[src/rtl/core/mkte_pkg.sv]
// Shared types, constants and letter tables of the multi-tap keypad text entry block.
`default_nettype none

package mkte_pkg;

    localparam int BUNDLE_SLOTS        = 8;
    localparam int IDX_W               = $clog2(BUNDLE_SLOTS);
    localparam int COUNT_W             = $clog2(BUNDLE_SLOTS + 1);
    localparam int DEFAULT_QUEUE_DEPTH = 2;

    localparam int CFG_DATA_W = 5;

    localparam logic CFG_TIMEOUT = 1'b0;
    localparam logic CFG_RELEASE = 1'b1;

    localparam logic [4:0] TIMEOUT_RESET = 5'd20;
    localparam logic [1:0] RELEASE_RESET = 2'd2;
    localparam logic [4:0] TICK_MAX      = 5'd31;

    localparam logic [7:0] KEY_NONE  = 8'd0;
    localparam logic [7:0] KEY_ONE   = 8'd1;
    localparam logic [7:0] KEY_LEFT  = 8'd10;
    localparam logic [7:0] KEY_SPACE = 8'd11;
    localparam logic [7:0] KEY_RIGHT = 8'd12;

    localparam logic [7:0] CHAR_NONE   = 8'd0;
    localparam logic [7:0] CHAR_SPACE  = 8'd32;
    localparam logic [7:0] CHAR_ZERO   = 8'd48;
    localparam logic [7:0] CHAR_ONE    = 8'd49;
    localparam logic [7:0] LOWER_A     = 8'd97;
    localparam logic [7:0] LOWER_Z     = 8'd122;
    localparam logic [7:0] CASE_OFFSET = 8'd32;

    localparam logic [6:0] ROW0_END   = 7'h0F;
    localparam logic [6:0] ROW1_START = 7'h40;
    localparam logic [6:0] ROW1_END   = 7'h4F;

    typedef enum logic [1:0] {
        CMD_ADDR  = 2'd0,
        CMD_CHAR  = 2'd1,
        CMD_CLEAR = 2'd2
    } cmd_kind_t;

    typedef struct packed {
        cmd_kind_t  kind;
        logic [7:0] value;
    } cmd_t;

    typedef struct packed {
        cmd_t [BUNDLE_SLOTS-1:0] cmds;
        logic [COUNT_W-1:0]      count;
    } bundle_t;

    function automatic logic [7:0] first_letter(input logic [3:0] key);
        logic [7:0] letter;
        case (key)
            4'd2:    letter = 8'd97;
            4'd3:    letter = 8'd100;
            4'd4:    letter = 8'd103;
            4'd5:    letter = 8'd106;
            4'd6:    letter = 8'd109;
            4'd7:    letter = 8'd112;
            4'd8:    letter = 8'd116;
            4'd9:    letter = 8'd119;
            default: letter = 8'd0;
        endcase
        return letter;
    endfunction

    function automatic logic [7:0] last_letter(input logic [3:0] key);
        logic [7:0] letter;
        case (key)
            4'd2:    letter = 8'd99;
            4'd3:    letter = 8'd102;
            4'd4:    letter = 8'd105;
            4'd5:    letter = 8'd108;
            4'd6:    letter = 8'd111;
            4'd7:    letter = 8'd115;
            4'd8:    letter = 8'd118;
            4'd9:    letter = 8'd122;
            default: letter = 8'd0;
        endcase
        return letter;
    endfunction

endpackage

`default_nettype wire

[src/rtl/core/mkte_front.sv]
// Front end: takes poll ticks, updates the entry state and builds each tick's command bundle.
`default_nettype none

module mkte_front
(
    input  wire logic                                clk,
    input  wire logic                                rst_n,
    input  wire logic                                in_valid,
    output logic                                     in_ready,
    input  wire logic [7:0]                          key_code,
    input  wire logic                                key_received,
    input  wire logic                                clear_button,
    input  wire logic                                cfg_we,
    input  wire logic                                cfg_index,
    input  wire logic [mkte_pkg::CFG_DATA_W-1:0]     cfg_data,
    input  wire logic                                queue_full,
    output logic                                     push,
    output mkte_pkg::bundle_t                        push_data
);

    typedef struct packed {
        logic [6:0]        cur;
        mkte_pkg::bundle_t b;
    } work_t;

    logic [4:0] timeout_reg;
    logic [1:0] release_reg;
    logic [6:0] cursor_reg;
    logic [7:0] char_reg,  char_next;
    logic [7:0] prev_reg,  prev_next;
    logic [7:0] held_reg,  held_next;
    logic [1:0] zero_reg,  zero_next;
    logic       armed_reg, armed_next;
    logic [4:0] ticks_reg, ticks_next;
    logic       pend_reg,  pend_next;
    logic [7:0] shown;
    logic       accept;
    work_t      w;

    function automatic work_t add_cmd(input work_t wi, input mkte_pkg::cmd_kind_t kind,
                                      input logic [7:0] value);
        work_t wo;
        wo = wi;
        wo.b.cmds[wi.b.count[mkte_pkg::IDX_W-1:0]].kind  = kind;
        wo.b.cmds[wi.b.count[mkte_pkg::IDX_W-1:0]].value = value;
        wo.b.count = wi.b.count + mkte_pkg::COUNT_W'(1);
        return wo;
    endfunction

    function automatic work_t step_right(input work_t wi);
        work_t wo;
        wo = wi;
        wo.cur = wi.cur + 7'd1;
        wo = add_cmd(wo, mkte_pkg::CMD_ADDR, {1'b0, wo.cur});
        return wo;
    endfunction

    function automatic work_t correct(input work_t wi);
        work_t wo;
        wo = wi;
        if (wi.cur > mkte_pkg::ROW0_END && wi.cur < mkte_pkg::ROW1_START)
        begin
            wo.cur = mkte_pkg::ROW1_START;
            wo = add_cmd(wo, mkte_pkg::CMD_ADDR, {1'b0, wo.cur});
        end
        else if (wi.cur > mkte_pkg::ROW1_END)
        begin
            wo.cur = '0;
            wo = add_cmd(wo, mkte_pkg::CMD_ADDR, {1'b0, wo.cur});
        end
        return wo;
    endfunction

    assign in_ready  = !queue_full;
    assign accept    = in_valid && in_ready;
    assign push      = accept && (w.b.count != '0);
    assign push_data = w.b;

    always_comb
    begin
        w.cur      = cursor_reg;
        w.b        = '0;
        held_next  = key_received ? key_code : held_reg;
        zero_next  = zero_reg;
        armed_next = armed_reg;
        char_next  = char_reg;
        prev_next  = prev_reg;
        pend_next  = pend_reg;
        ticks_next = ticks_reg;
        shown      = char_reg;

        if (held_next == mkte_pkg::KEY_NONE)
        begin
            if (zero_reg >= release_reg)
            begin
                zero_next  = '0;
                armed_next = 1'b1;
            end
            else
            begin
                zero_next = zero_reg + 2'd1;
            end
        end
        else
        begin
            zero_next = '0;
        end

        if (ticks_reg >= timeout_reg && pend_reg)
        begin
            w         = step_right(w);
            w         = correct(w);
            prev_next = mkte_pkg::KEY_NONE;
            char_next = mkte_pkg::CHAR_NONE;
            pend_next = 1'b0;
        end

        if (held_next != mkte_pkg::KEY_NONE && armed_next)
        begin
            if (held_next != mkte_pkg::KEY_LEFT && held_next != mkte_pkg::KEY_RIGHT &&
                held_next != prev_next && prev_next != mkte_pkg::KEY_NONE &&
                prev_next != mkte_pkg::KEY_LEFT && prev_next != mkte_pkg::KEY_RIGHT)
            begin
                w = step_right(w);
                w = correct(w);
            end
            prev_next = held_next;
            pend_next = 1'b1;

            if (held_next == mkte_pkg::KEY_ONE)
            begin
                char_next = mkte_pkg::CHAR_ONE;
            end
            else if (held_next inside {[8'd2:8'd9]})
            begin
                if (char_next >= mkte_pkg::first_letter(held_next[3:0]) &&
                    char_next < mkte_pkg::last_letter(held_next[3:0]))
                begin
                    char_next = char_next + 8'd1;
                end
                else if (char_next == mkte_pkg::last_letter(held_next[3:0]))
                begin
                    char_next = held_next + mkte_pkg::CHAR_ZERO;
                end
                else
                begin
                    char_next = mkte_pkg::first_letter(held_next[3:0]);
                end
            end
            else if (held_next == mkte_pkg::KEY_LEFT)
            begin
                if (w.cur == '0)
                begin
                    w.cur = mkte_pkg::ROW1_END;
                end
                else if (w.cur == mkte_pkg::ROW1_START)
                begin
                    w.cur = mkte_pkg::ROW0_END;
                end
                else
                begin
                    w.cur = w.cur - 7'd1;
                end
                pend_next = 1'b0;
                char_next = mkte_pkg::CHAR_NONE;
                w = add_cmd(w, mkte_pkg::CMD_ADDR, {1'b0, w.cur});
            end
            else if (held_next == mkte_pkg::KEY_SPACE)
            begin
                char_next = (char_next == mkte_pkg::CHAR_SPACE) ? mkte_pkg::CHAR_ZERO
                                                                : mkte_pkg::CHAR_SPACE;
            end
            else if (held_next == mkte_pkg::KEY_RIGHT)
            begin
                pend_next = 1'b0;
                char_next = mkte_pkg::CHAR_NONE;
                w = step_right(w);
            end

            if (held_next inside {[8'd1:8'd9]} || held_next == mkte_pkg::KEY_SPACE)
            begin
                shown = char_next;
                if (shown inside {[mkte_pkg::LOWER_A:mkte_pkg::LOWER_Z]})
                begin
                    shown = shown - mkte_pkg::CASE_OFFSET;
                end
                w = add_cmd(w, mkte_pkg::CMD_CHAR, shown);
                w = add_cmd(w, mkte_pkg::CMD_ADDR, {1'b0, w.cur});
            end
            w = correct(w);

            ticks_next = '0;
            armed_next = 1'b0;
        end

        if (clear_button)
        begin
            w         = add_cmd(w, mkte_pkg::CMD_CLEAR, 8'd0);
            w.cur     = '0;
            prev_next = mkte_pkg::KEY_NONE;
            char_next = mkte_pkg::CHAR_NONE;
            pend_next = 1'b0;
        end

        if (ticks_next != mkte_pkg::TICK_MAX)
        begin
            ticks_next = ticks_next + 5'd1;
        end
    end

    always_ff @(posedge clk or negedge rst_n)
    begin
        if (!rst_n)
        begin
            timeout_reg <= mkte_pkg::TIMEOUT_RESET;
            release_reg <= mkte_pkg::RELEASE_RESET;
        end
        else if (cfg_we)
        begin
            if (cfg_index == mkte_pkg::CFG_TIMEOUT)
            begin
                timeout_reg <= cfg_data[4:0];
            end
            else
            begin
                release_reg <= cfg_data[1:0];
            end
        end
    end

    always_ff @(posedge clk or negedge rst_n)
    begin
        if (!rst_n)
        begin
            cursor_reg <= '0;
            char_reg   <= '0;
            prev_reg   <= '0;
            held_reg   <= '0;
            zero_reg   <= '0;
            armed_reg  <= 1'b1;
            ticks_reg  <= '0;
            pend_reg   <= 1'b0;
        end
        else if (accept)
        begin
            cursor_reg <= w.cur;
            char_reg   <= char_next;
            prev_reg   <= prev_next;
            held_reg   <= held_next;
            zero_reg   <= zero_next;
            armed_reg  <= armed_next;
            ticks_reg  <= ticks_next;
            pend_reg   <= pend_next;
        end
    end

endmodule

`default_nettype wire

[src/rtl/core/mkte_queue.sv]
// Short queue of command bundles between the front end and the command serializer.
`default_nettype none

module mkte_queue
#(
    parameter int DEPTH = mkte_pkg::DEFAULT_QUEUE_DEPTH
)
(
    input  wire logic               clk,
    input  wire logic               rst_n,
    input  wire logic               push,
    input  wire mkte_pkg::bundle_t  push_data,
    output logic                    full,
    input  wire logic               pop,
    output logic                    head_valid,
    output mkte_pkg::bundle_t       head_data
);

    localparam int PTR_W = (DEPTH > 1) ? $clog2(DEPTH) : 1;
    localparam int CNT_W = $clog2(DEPTH + 1);

    mkte_pkg::bundle_t mem [DEPTH];

    logic [PTR_W-1:0] wr_ptr_reg, wr_ptr_next;
    logic [PTR_W-1:0] rd_ptr_reg, rd_ptr_next;
    logic [CNT_W-1:0] count_reg,  count_next;

    assign full       = (count_reg == CNT_W'(DEPTH));
    assign head_valid = (count_reg != '0);
    assign head_data  = mem[rd_ptr_reg];

    always_comb
    begin
        wr_ptr_next = wr_ptr_reg;
        rd_ptr_next = rd_ptr_reg;
        count_next  = count_reg;
        if (push)
        begin
            wr_ptr_next = (wr_ptr_reg == PTR_W'(DEPTH - 1)) ? '0 : wr_ptr_reg + PTR_W'(1);
        end
        if (pop)
        begin
            rd_ptr_next = (rd_ptr_reg == PTR_W'(DEPTH - 1)) ? '0 : rd_ptr_reg + PTR_W'(1);
        end
        if (push && !pop)
        begin
            count_next = count_reg + CNT_W'(1);
        end
        else if (pop && !push)
        begin
            count_next = count_reg - CNT_W'(1);
        end
    end

    always_ff @(posedge clk)
    begin
        if (push)
        begin
            mem[wr_ptr_reg] <= push_data;
        end
    end

    always_ff @(posedge clk or negedge rst_n)
    begin
        if (!rst_n)
        begin
            wr_ptr_reg <= '0;
            rd_ptr_reg <= '0;
            count_reg  <= '0;
        end
        else
        begin
            wr_ptr_reg <= wr_ptr_next;
            rd_ptr_reg <= rd_ptr_next;
            count_reg  <= count_next;
        end
    end

endmodule

`default_nettype wire

[src/rtl/core/mkte_back.sv]
// Back end: walks the head bundle one command per cycle into the output register while out_ready is high.
`default_nettype none

module mkte_back
(
    input  wire logic               clk,
    input  wire logic               rst_n,
    input  wire logic               head_valid,
    input  wire mkte_pkg::bundle_t  head_data,
    output logic                    pop,
    output logic                    out_valid,
    input  wire logic               out_ready,
    output logic [1:0]              command_kind,
    output logic [7:0]              command_value,
    output logic                    last_command
);

    logic [mkte_pkg::IDX_W-1:0] idx_reg, idx_next;
    logic                       valid_reg, valid_next;
    mkte_pkg::cmd_t             cmd_reg;
    logic                       last_reg;
    mkte_pkg::cmd_t             cmd;
    logic                       is_last;
    logic                       load;

    assign load    = head_valid && (!valid_reg || out_ready);
    assign cmd     = head_data.cmds[idx_reg];
    assign is_last = (mkte_pkg::COUNT_W'(idx_reg) + mkte_pkg::COUNT_W'(1)) == head_data.count;
    assign pop     = load && is_last;

    always_comb
    begin
        idx_next   = idx_reg;
        valid_next = valid_reg;
        if (load)
        begin
            valid_next = 1'b1;
            idx_next   = is_last ? '0 : idx_reg + mkte_pkg::IDX_W'(1);
        end
        else if (out_ready)
        begin
            valid_next = 1'b0;
        end
    end

    always_ff @(posedge clk or negedge rst_n)
    begin
        if (!rst_n)
        begin
            idx_reg   <= '0;
            valid_reg <= 1'b0;
        end
        else
        begin
            idx_reg   <= idx_next;
            valid_reg <= valid_next;
        end
    end

    always_ff @(posedge clk)
    begin
        if (load)
        begin
            cmd_reg  <= cmd;
            last_reg <= is_last;
        end
    end

    assign out_valid     = valid_reg;
    assign command_kind  = cmd_reg.kind;
    assign command_value = cmd_reg.value;
    assign last_command  = last_reg;

endmodule

`default_nettype wire

[src/rtl/core/multitap_keypad_text_entry.sv]
// Top level of the multi-tap keypad text entry block: front end, bundle queue and serializer.
// A tick is accepted while in_ready is high; its commands pass the queue, then the output
// register, and leave one per cycle while out_ready is high. A tick holds up to 5 commands;
// the queue lets further ticks enter meanwhile, and ticks without commands push no bundle.
// Reset clears the entry state, empties the queue and loads timeout 20 and release 2.
`default_nettype none

module multitap_keypad_text_entry
#(
    parameter int QUEUE_DEPTH = mkte_pkg::DEFAULT_QUEUE_DEPTH
)
(
    input  wire logic                            clk,
    input  wire logic                            rst_n,
    input  wire logic                            in_valid,
    output logic                                 in_ready,
    input  wire logic [7:0]                      key_code,
    input  wire logic                            key_received,
    input  wire logic                            clear_button,
    output logic                                 out_valid,
    input  wire logic                            out_ready,
    output logic [1:0]                           command_kind,
    output logic [7:0]                           command_value,
    output logic                                 last_command,
    input  wire logic                            cfg_we,
    input  wire logic                            cfg_index,
    input  wire logic [mkte_pkg::CFG_DATA_W-1:0] cfg_data
);

    logic              queue_full;
    logic              push;
    mkte_pkg::bundle_t push_data;
    logic              pop;
    logic              head_valid;
    mkte_pkg::bundle_t head_data;

    mkte_front u_front
    (
        .clk          (clk),
        .rst_n        (rst_n),
        .in_valid     (in_valid),
        .in_ready     (in_ready),
        .key_code     (key_code),
        .key_received (key_received),
        .clear_button (clear_button),
        .cfg_we       (cfg_we),
        .cfg_index    (cfg_index),
        .cfg_data     (cfg_data),
        .queue_full   (queue_full),
        .push         (push),
        .push_data    (push_data)
    );

    mkte_queue #(.DEPTH(QUEUE_DEPTH)) u_queue
    (
        .clk        (clk),
        .rst_n      (rst_n),
        .push       (push),
        .push_data  (push_data),
        .full       (queue_full),
        .pop        (pop),
        .head_valid (head_valid),
        .head_data  (head_data)
    );

    mkte_back u_back
    (
        .clk           (clk),
        .rst_n         (rst_n),
        .head_valid    (head_valid),
        .head_data     (head_data),
        .pop           (pop),
        .out_valid     (out_valid),
        .out_ready     (out_ready),
        .command_kind  (command_kind),
        .command_value (command_value),
        .last_command  (last_command)
    );

endmodule

`default_nettype wire
[config.mk]
export PLATFORM = sky130hd
export DESIGN_NAME = multitap_keypad_text_entry
export DESIGN_NICKNAME = d
export VERILOG_FILES = /design/src/rtl/core/mkte_pkg.sv /design/src/rtl/core/mkte_front.sv /design/src/rtl/core/mkte_queue.sv /design/src/rtl/core/mkte_back.sv /design/src/rtl/core/multitap_keypad_text_entry.sv
export SDC_FILE = /design/constraint.sdc
export NUM_CORES = 1
export LEC_CHECK = 0
export BUFFER_PORTS_ARGS = -buffer_cell sky130_fd_sc_hd__buf_2
export CORE_MARGIN = 5
export CORE_UTILIZATION = 55
export DETAILED_ROUTE_END_ITERATION = 10
export GPL_TIMING_DRIVEN = 0
export MAX_ROUTING_LAYER = met4
export PLACE_DENSITY_LB_ADDON = 0.05
export REMOVE_ABC_BUFFERS = 1
export SLEW_MARGIN = 20
export SYNTH_ARGS = -nofsm -noshare
export SYNTH_HDL_FRONTEND = slang
export SYNTH_SLANG_ARGS = --single-unit
export TNS_END_PERCENT = 50
[constraint.sdc]
create_clock -name clk -period 10.96 [get_ports clk]
set_input_delay 0.548 -clock clk [delete_from_list [all_inputs] [get_ports clk]]
set_output_delay 0.548 -clock clk [all_outputs]
set_load 0.03 [all_outputs]
==> flow_summary.toml <==
[run_status]
status = "completed"

[grt]
grt.total_usage_pct = 29.4
antenna_found_initial = 0
use_met3_pct = 4.28
grt_pass1_vias = 11600
grt_first_pass_wirelength_mm = 68.9
overflow = 0
grt_use_met2_pct = 46.7
grt_util_met1_pct = 39.6
grt_max_degree = 56
grt.busiest_layer = "met2"

[die]
dieWidth_um = 175
initial_utilization_pct = 55.7
dieArea_um2 = 30700
pin_count = 34
num_rows = 60
die_y_um = 175
coreArea_um2 = 27000

[drt]
drtIter0Drc = 1479
vias = 12100
wirelength_mm = 44.7
post-route-drc-count = 0
dr.pass1.iters = 5
vias_per_cell = 6.85
routedWlPerCell_um = 25.2
postRouteAntennaNets = 0

[timing]
slew_violations = 0
rsz0062_at_grt = "false"
final_hold_viol_count = 0
relSlewSlack_pct = 28.2
fin_skew_ns = 0.0188
tightest_slew_ns = 1.07
timing.fmax_ghz = 0.0940
setup_violations = 0
min_period_over_period_pct = 97.0
post-route-min-period_ns = 10.64

[cells_and_area]
nets = 1485
largest_register_ffs = 168
final_core_util_pct = 61.3
drive_above_1_share_pct = 15.7
area_delta_synth_final_pct = 9.92
top_register = "u_queue.mem"
layout.cells.non_filler = 1772
fin_area_um2 = 16500
diodes = 0

[cts]
htree_levels = 1
cts_tree = "yes"
numCtsBuffers = 26
clkTransAtPathRegs_ns = 0.06
cts_sinks = 234
cts_hold_buf = 0
cts_buffer_depth = 3
insertion_delay_ns = 0.55
root_buffer = "clkbuf_16"

[yosys]
synth_edf_count = 179
ys_types = 106
synth_cells = 1416
async_reset_ff_share_pct = 23.5
yosys_warnings = 0
synth_area_um2 = 15000
synthFlopType = "edfxtp_1"
netlist.area_leader.share_pct = 35.8
yosysSeqAreaShare_pct = 45.0
yosysTopAreaCell = "edfxtp_1"
ys_ff_latch = 234
avgSynthCellArea_um2 = 10.6
synthTopCellsByArea = "edfxtp_1 36%, dfrtp_1 8.5%, mux4_2 7.5%, ha_1 4.2%, nand2_1 3.1%"

[power_and_ir_drop]
p_sw_mw = 2.18
seq_power_share_pct = 29.2
clock_power_share_pct = 16.6
p_comb_share_pct = 54.2
leakagePower_nw = 5.75
switching_share_pct = 45.1
ir_worst_vdd_mv = 0.251
cellPowerDensity_nw_per_um2 = 294
intPower_mw = 2.66

[critical_path]
cp.buffers_inverters = 8
crit_path_max_fanout = 22
endpoint_kind = "flip-flop"
slowest_delay_ns = 0.68
crit_top_cell = "ha_1"
critical_path_class = "flip-flop to flip-flop"
cp.required_ns = 11.25
slowest_stage = "or4bb_1"
critPathLaunchType = "flip-flop"
r2r_slack_ns = 0.32
critical_path_arrival_ns = 10.92
cp_top_family = "compound AO/OA/AOI/OAI gates"

[placed_design]
io_buffer_count = 33
dp_cells = 1721
place_area_um2 = 15600
place.gp.congestion = 0.954
hpwl_mm = 32.3

[hold_path]
hold_class = "input port to asynchronous set/reset pin"

[run]
cap_viol_max_count = 0
[per-stage QoR]
step,hold slack [ns],TNS (ns),setup WS [ns],power (mW)
after CTS,0.105,0,0.0515,4.80
final,0.0757,0,0.324,4.85
after global routing,0.126,0,0.0256,5.10
after global placement,0.468,-765.62,-5.93,3.89
after floorplan,0.252,-103.01,-1.23,3.16
after detailed placement,0.483,-141.20,-1.18,3.97
[final cells by class]
class                      instances  area, um^2
multi-input combinational       1066        7930
sequential                       234        6770
tap                              341         427
clock buffer                      32         673
inverter                          34         128
fill                            2203       10400
timing repair buffer              52         473
clock inverter                    13         110
[path summary, 6_finish.rpt]
| path | from | endpoint | cells after the start |
|---|---|---|---|
| hold reg to reg | u_back.out_valid$_DFFE_PN0P_ | u_back.out_valid$_DFFE_PN0P_ | 2 |
| setup reg to reg | u_front.cursor_reg[0]$_DFFE_PN0P_ | u_queue.mem[0][18]$_DFFE_PP_ | 36 |
| hold / removal | rst_n | u_front.held_reg[1]$_DFFE_PN0P_ | 1 |
| max in group asynchronous | rst_n | u_back.idx_reg[0]$_DFFE_PN0P_ | 1 |
| min in group clk | cfg_data[4] | u_front.timeout_reg[4]$_DFFE_PN1P_ | 3 |
| setup / recovery | u_front.cursor_reg[0]$_DFFE_PN0P_ | u_queue.mem[0][18]$_DFFE_PP_ | 36 |
[power groups by stage]
stage	registers [mW]	clock network [mW]	logic (mW)
floorplan	1.46	0	1.70
global placement	1.49	0	2.40
detailed placement	1.44	0	2.54
CTS	1.42	0.819	2.56
global route	1.45	0.860	2.79
finish	1.42	0.805	2.63
[synth_stat cells (18+ instances only)]
master / n
mux4_2: 50
nand4_1: 18
o22ai_1: 31
nand3_1: 34
nand2_1: 125
nor3_1: 52
o21ai_0: 86
edfxtp_1: 179
and2_1: 21
clkbuf_1: 49
nor2_1: 112
ha_1: 50
dfrtp_1: 51
a21oi_1: 86
a22oi_1: 35
inv_1: 28
xnor2_1: 38
mux2i_1: 20
[metal layers]
metal | routed length (um) | vias to the layer above | part of all wire (%)
met5 | 0 | - | 0
met4 | 1600 | 0 | 3.6
met3 | 3370 | 115 | 7.5
met2 | 21200 | 568 | 47
met1 | 18600 | 5949 | 42
li1 | - | 5502 | -
[kinds of logic after synthesis]
kind of cell / synth area share, %
flip-flops: 45.0
AND/OR/NAND/NOR: 15.7
AO/OA/AOI/OAI: 18.4
XOR/XNOR: 3.36
buffers and inverters: 3.23
multiplexers: 10.2
adder cells (fa/ha/maj): 4.17
[timing repair]
| item | CTS | global route |
|---|---|---|
| buffers inserted | 0 | 5 |
| gates cloned | 0 | 0 |
| resized for setup | 10 | 6 |
| endpoints found under the setup margin | 207 | 157 |
[layout by cell type, fill, tap and decap left out, types with 7 or more instances in the layout]
cell type,netlist,routed
edfxtp_1,179,179
nand2_1,125,125
nor2_1,112,111
a21oi_1,86,85
o21ai_0,86,85
nor3_1,52,52
mux4_2,50,50
ha_1,50,49
dfrtp_1,51,47
xnor2_1,38,38
a22oi_1,35,35
nand3_1,34,34
buf_2,13,32
o22ai_1,31,31
inv_1,28,28
clkbuf_16,0,26
and2_1,21,20
mux2i_1,20,18
nand4_1,18,18
xor2_1,17,17
nor4_1,17,16
and3_1,16,16
a211oi_1,15,15
mux2_2,14,14
a221oi_1,13,13
a31oi_1,12,12
o21a_1,11,11
o21ai_1,10,10
or3_1,10,10
nor2b_1,9,8
nand2b_1,8,8
nor3b_1,8,8
o22a_1,8,8
a22o_1,7,7
buf_4,5,7
No activity file was read; power rests on OpenSTA's default activity.
